$ cat config.mk
export PLATFORM = sky130hd
export DESIGN_NAME = status_frame_builder_crc8_core
export DESIGN_NICKNAME = d
export VERILOG_FILES = /design/src/rtl/core/sfb_pkg.sv /design/src/rtl/core/status_frame_builder_crc8_core.sv /design/src/rtl/core/sfb_frame_ser.sv
export SDC_FILE = /design/constraint.sdc
export NUM_CORES = 1
export LEC_CHECK = 0
export BUFFER_PORTS_ARGS = -buffer_cell sky130_fd_sc_hd__buf_2
export CORE_MARGIN = 1
export CORE_UTILIZATION = 40
export CTS_CLUSTER_SIZE = 30
export DETAILED_ROUTE_END_ITERATION = 12
export PLACE_DENSITY = 0.58
export SLEW_MARGIN = 40
export SYNTH_ARGS = -nofsm -noshare
export SYNTH_HDL_FRONTEND = slang
export SYNTH_SLANG_ARGS = --single-unit
$ cat constraint.sdc
create_clock -name clk -period 3.3 [get_ports clk]
set_input_delay 0.495 -clock clk [delete_from_list [all_inputs] [get_ports clk]]
set_output_delay 0.495 -clock clk [all_outputs]
set_load 0.02 [all_outputs]
$ cat src/rtl/core/sfb_pkg.sv
`default_nettype none

package sfb_pkg;

  typedef logic [7:0] byte_t;

  // Frame geometry
  localparam int FRAME_LEN = 7;
  localparam int IDX_W     = $clog2(FRAME_LEN);
  typedef logic [IDX_W-1:0] idx_t;

  // Byte positions within the frame, in send order
  localparam idx_t IDX_START = idx_t'(0);
  localparam idx_t IDX_W0    = idx_t'(1);
  localparam idx_t IDX_W1    = idx_t'(2);
  localparam idx_t IDX_W2    = idx_t'(3);
  localparam idx_t IDX_W3    = idx_t'(4);
  localparam idx_t IDX_FLAGS = idx_t'(5);
  localparam idx_t IDX_CRC   = idx_t'(FRAME_LEN - 1);

  // Frame constants
  localparam byte_t START_BYTE = 8'h7E;
  localparam byte_t CRC_INIT   = 8'hFF;
  localparam byte_t CRC_POLY   = 8'h07;
  localparam byte_t CRC_TOP    = 8'h80;

  // Input beat layout: data_word, serviceable, permitted, zero pad
  localparam int S_DATA_W = 40;

  // CRC-8 update over one byte, MSB first
  function automatic byte_t crc8_byte(input byte_t crc, input byte_t b);
    byte_t r;
    r = crc ^ b;
    for (int k = 0; k < 8; k++) begin
      if ((r & CRC_TOP) != 8'h00) begin
        r = (r << 1) ^ CRC_POLY;
      end else begin
        r = r << 1;
      end
    end
    return r;
  endfunction

endpackage

`default_nettype wire

$ cat src/rtl/core/status_frame_builder_crc8_core.sv
`default_nettype none

// Status frame builder with CRC-8.
// Slave side (s_*) takes one beat per frame: a 32-bit data word and the
// serviceable and permitted flags. Master side (m_*) sends the seven-byte
// frame one byte per beat: start byte 0x7E, data word LSB first, flags
// byte (serviceable bit 0, permitted bit 1), then the CRC-8 byte
// (poly 0x07, init 0xFF, MSB first), which is marked by m_tlast.
// The input beat goes through the holding register and then the frame
// serializer before the start byte is presented.
// Frames follow back to back when the next request is already held.
// The CRC is built up one byte per cycle while the receiver takes the
// bytes as they go out.
// One further input beat is held while a frame is being sent, so the
// input side is ready again as soon as the holding register is empty.
// When the receiver stalls, the current byte holds and s_tready drops
// once the holding register is full.
// Reset clears the holding register and the serializer; no frame survives.
module status_frame_builder_crc8_core (
  input  wire                            clk,
  input  wire                            rst,
  input  wire                            s_tvalid,
  output logic                           s_tready,
  input  wire  [sfb_pkg::S_DATA_W-1:0]   s_tdata,   // [31:0] data_word, [32] serviceable,
                                                    // [33] permitted, [39:34] zero
  output logic                           m_tvalid,
  input  wire                            m_tready,
  output sfb_pkg::byte_t                 m_tdata,   // [7:0] frame_byte
  output logic                           m_tlast    // last_byte
);
  import sfb_pkg::*;

  logic        pend_valid;
  logic [31:0] pend_word;
  logic [1:0]  pend_flags;
  logic        ld_ready;
  logic        s_beat;

  assign s_tready = !pend_valid || ld_ready;
  assign s_beat   = s_tvalid && s_tready;

  // Holding register between the input and the serializer
  always_ff @(posedge clk) begin
    if (rst) begin
      pend_valid <= 1'b0;
    end else if (s_beat) begin
      pend_valid <= 1'b1;
    end else if (ld_ready) begin
      pend_valid <= 1'b0;
    end
  end

  always_ff @(posedge clk) begin
    if (s_beat) begin
      pend_word  <= s_tdata[31:0];
      pend_flags <= {s_tdata[33], s_tdata[32]};
    end
  end

  sfb_frame_ser u_ser (
    .clk        (clk),
    .rst        (rst),
    .load_valid (pend_valid),
    .load_ready (ld_ready),
    .load_word  (pend_word),
    .load_flags (pend_flags),
    .m_tvalid   (m_tvalid),
    .m_tready   (m_tready),
    .m_tdata    (m_tdata),
    .m_tlast    (m_tlast)
  );

endmodule

`default_nettype wire

$ cat src/rtl/core/sfb_frame_ser.sv
`default_nettype none

module sfb_frame_ser (
  input  wire              clk,
  input  wire              rst,
  // frame request from the holding register
  input  wire              load_valid,
  output logic             load_ready,
  input  wire  [31:0]      load_word,
  input  wire  [1:0]       load_flags,   // [0] serviceable, [1] permitted
  // byte stream out
  output logic             m_tvalid,
  input  wire              m_tready,
  output sfb_pkg::byte_t   m_tdata,      // [7:0] frame_byte
  output logic             m_tlast       // last_byte
);
  import sfb_pkg::*;

  logic        busy;
  idx_t        idx;
  logic [31:0] word;
  logic [1:0]  flags;
  byte_t       crc;

  byte_t cur_byte;
  logic  beat;
  logic  last_beat;

  // Byte select for the current position
  always_comb begin
    case (idx)
      IDX_START: cur_byte = START_BYTE;
      IDX_W0:    cur_byte = word[7:0];
      IDX_W1:    cur_byte = word[15:8];
      IDX_W2:    cur_byte = word[23:16];
      IDX_W3:    cur_byte = word[31:24];
      IDX_FLAGS: cur_byte = {6'b0, flags};
      default:   cur_byte = crc;
    endcase
  end

  assign m_tvalid   = busy;
  assign m_tdata    = cur_byte;
  assign m_tlast    = (idx == IDX_CRC);
  assign beat       = busy && m_tready;
  assign last_beat  = beat && m_tlast;
  assign load_ready = !busy || last_beat;

  // Control: busy flag and byte position
  always_ff @(posedge clk) begin
    if (rst) begin
      busy <= 1'b0;
      idx  <= IDX_START;
    end else if (load_valid && load_ready) begin
      busy <= 1'b1;
      idx  <= IDX_START;
    end else if (last_beat) begin
      busy <= 1'b0;
      idx  <= IDX_START;
    end else if (beat) begin
      idx <= idx + idx_t'(1);
    end
  end

  // Payload and running CRC
  always_ff @(posedge clk) begin
    if (load_valid && load_ready) begin
      word  <= load_word;
      flags <= load_flags;
      crc   <= CRC_INIT;
    end else if (beat && !m_tlast) begin
      crc <= crc8_byte(crc, cur_byte);
    end
  end

`ifndef SYNTHESIS
  // a frame always starts on the start byte with a fresh CRC
  a_start_crc: assert property (@(posedge clk) disable iff (rst)
    (busy && idx == IDX_START) |-> (crc == CRC_INIT && m_tdata == START_BYTE))
    else $error("frame start without fresh CRC");

  // position never runs past the CRC byte
  a_idx_range: assert property (@(posedge clk) disable iff (rst)
    busy |-> (idx <= IDX_CRC))
    else $error("byte position out of range");

  // after the last beat the next frame starts at position zero
  a_wrap: assert property (@(posedge clk) disable iff (rst)
    last_beat |=> (idx == IDX_START))
    else $error("frame did not wrap to start");

  // a new frame is taken only when the previous one is done
  a_load: assert property (@(posedge clk) disable iff (rst)
    (load_valid && load_ready && busy) |-> last_beat)
    else $error("frame loaded over a running frame");
`endif

endmodule

`default_nettype wire

==> results.md <==
- Status: completed
- Max_cap viols: 0
- Post-CTS setup buffers: 0
- Die height: 91.85 um
- First-pass GRT wire length: 8880 um
- R2r endpoint: u_ser.crc[4]$_SDFFE_PP1P_
- Post-DP HPWL: 3456 um
- Clock Power Share: 33.8%
- Largest net degree at the start of global routing: 35
- 1st-iter DRT viols: 110
- RSZ-0062 raised after global routing: false
- Fraction of registers with async set/reset: 0%
- CTS sink cnt: 81
- TNS Setup: 0 ns
- Ports: 55
- Slew HR: 55.99%
- Fin crit period: 3.098 ns
- Synth-to-Final Area Change: 19.06%
- Vias in the first global route: approximately 1800
- Tcrit/Tclk final: 93.87%
- Worst Path Arrival: 2.60 ns
- Sw Ratio: about a quarter
- End point of the worst hold path: pend_word[18]$_DFFE_PP_
- Clk buf depth: 2
- Avg Cell Area, Syn: 15.38 um2
- Wire per inst: 14.50 um
- CTS buffer count: 9
- N_diodes: 0
- Detail Route Antenna Nets: 0
- P_leak: approximately 1.4 nW
- Clk Latency, worst-skew pair: 0.34 ns
- Resized cells post-CTS: 0
- PD cells: 605.8 nW/um2
- Power Internal: 1.777 mW
- Top cells by area, synth: edfxtp_1 63%, dfxtp_1 8.1%, nor2_1 2.2%
- Reg2reg start: u_ser.idx[1]$_SDFFE_PP0P_
- Worst hold path class: in -> reg
- CP required: 2.80 ns
- Routed WL: 5424 um
- Share of layout cells above drive strength 1: 30.88%
- GR Util All Layers: 14.29%
- Yosys top cell by area: edfxtp_1
- Hold depth: 1
- Distinct cell type count after synthesis: 44
- Nets: about 320
- Hold Startpoint: s_tdata[18]
- Synthesized flop and latch total: 81
- Worst-path maximum fanout: 14
- Initial antenna violation count: 0
- Power share of the combinational group: 13.3%
- Post-synthesis sequential area ratio: between 70% and 80%
- Post-synth top area share: 63.23%
- Grt ovf: 0
- Max VDD drop: roughly 0.25 mV
- Sequential Power Share: a little over half
- Flop-to-flop setup slack: 0.58 ns
- H-tree depth: 3
- Site row count: 32
- CTS clk-pin slew, worst paths: roughly 0.080 ns
- Slew @ Worst Pin: 0.6553 ns
- Clock root buffer: clkbuf_8
- Main synth FF type: edfxtp_1
- Die ar.: 8436 um2
- Tot Pwr: 2.329 mW
- Core Area: about 8000 um2
- P_sw: roughly 550 uW
- Die X-Extent: roughly 92 um
- Post-synthesis cell area: 3229 um2
- Global placement routability congestion: around 0.73
- Post-synth EDFFs: 68
- IO buf count: 48
- Final Hold Viols: 0
- Slew Viols, Final: 0
- Synth Net Count: 259
- CTS tree: done
- Worst setup EP type: output pin
- DR vias: 1842
- Clock skew: between 0.007 and 0.008 ns
- Worst Reg-to-Reg Cells: 8
- Critical Path Start Type: flip-flop
- Hold buffer count at CTS: 0
- Yosys warns: 0
- Crit path kind: reg -> out
- First-pass iteration count of the detailed router: 6
- Cells after Synth: 210
- Via density: 4.925
- Remaining DRCs: 0
- Max Clock Freq: ~0.32 GHz
- Starting Density: 41.58%
- # setup viols final: 0
-- kinds of logic (layout without fill, tap and decap cells) --
| family | count (synthesis) | after routing | synth area share (%) |
|---|---|---|---|
| adder cells (fa/ha/maj) | 5 | 5 | 1.937 |
| AO/OA/AOI/OAI | 44 | 44 | 10.31 |
| AND/OR/NAND/NOR | 47 | 47 | 7.323 |
| buffers and inverters | 12 | 74 | 2.015 |
| multiplexers | 3 | 3 | 0.9686 |
| flip-flops | 81 | 81 | 71.29 |
| XOR/XNOR | 18 | 18 | 6.160 |
-- per-stage QoR --
stage          area, um2  hold WS, ns  setup WS, ns  utilization, %  cells
2_1_floorplan       3229       0.4003       0.04389               -    210
3_3_place_gp        3627       0.4038        0.5808           46.70    358
3_5_place_dp        3627       0.4045        0.5792           46.70    358
4_1_cts             3845       0.3027        0.1766           49.50    374
5_1_grt             3845       0.2858       0.04280           49.50    374
6_report            3845       0.3192        0.2021           49.50    374
-- power by group through the flow --
stage               clock network, mW  logic (mW)  registers (mW)
floorplan                           0       0.243            1.25
global placement                    0       0.309            1.25
detailed placement                  0       0.311            1.26
CTS                             0.810       0.314            1.23
global route                    0.851       0.343            1.24
finish                          0.788       0.309            1.23
-- worst max path at each step --
stage                                         start                       to  slack [ns]  depth (start not counted)
after CTS                 u_ser.idx[0]$_SDFFE_PP0P_               m_tdata[5]        0.18                          5
after global placement    u_ser.idx[0]$_SDFFE_PP0P_               m_tdata[5]        0.58                          5
after detailed placement  u_ser.idx[0]$_SDFFE_PP0P_               m_tdata[5]        0.58                          5
after global routing      u_ser.idx[0]$_SDFFE_PP0P_               m_tdata[5]        0.04                          5
final                     u_ser.idx[1]$_SDFFE_PP0P_               m_tdata[5]        0.20                          5
after floorplan           u_ser.idx[0]$_SDFFE_PP0P_  pend_flags[0]$_DFFE_PP_        0.04                          5
-- flip-flops by register name, summed over array words and instances, names as in the netlist --
signal,count
pend_word,32
u_ser.crc,8
u_ser.word,32
u_ser.flags,2
pend_valid,1
u_ser.idx,3
u_ser.m_tvalid,1
pend_flags,2
-- synth_stat cells, drive strengths merged (4+ instances only) --
cell type,n
a21o,4
a21oi,11
a22oi,4
buf,4
dfxtp,13
edfxtp,68
ha,5
inv,5
nand2,9
nor2,20
nor3,6
o21ai,7
xnor2,7
xor2,8
-- critical path: stages (launching register included) --
cell and delay, ns:
dfxtp_1 0.40, inv_1 0.08, ha_1 0.40, or4_1 0.85
mux2_2 0.37, buf_2 0.16
-- layout make-up --
type	count	area, um2
clock inverters	6	90.09
fillers	702	3923
well taps	102	127.6
flip-flops and latches	81	2302
multi-input cells	117	888.4
repair buffers	53	290.3
clock buffers	10	127.6
inverters	5	18.77
-- routing by layer --
| layer | vias to the layer above | wire length [um] | GRT usage [%] |
|---|---|---|---|
| met2 | 46 | 2466 | 21.83 |
| met1 | 877 | 2629 | 18.79 |
| met3 | 7 | 239 | 4.146 |
| met5 | - | 0 | 0 |
| met4 | 0 | 89 | 6.641 |
| li1 | 912 | - | - |
-- placed cells by master (no fill, tap or decap), drive strengths merged, types with 3 or more instances in the layout --
| cell type | count |
|---|---|
| a221o | 3 |
| o21ai | 7 |
| nand2 | 9 |
| inv | 7 |
| nor2 | 20 |
| nor3 | 6 |
| a21oi | 11 |
| xor2 | 8 |
| a21o | 4 |
| ha | 5 |
| a221oi | 3 |
| xnor2 | 7 |
| buf | 53 |
| dfxtp | 13 |
| nand3 | 3 |
| clkbuf | 10 |
| a22oi | 4 |
| xnor3 | 3 |
| edfxtp | 68 |
(Power assumes the default switching activity.)
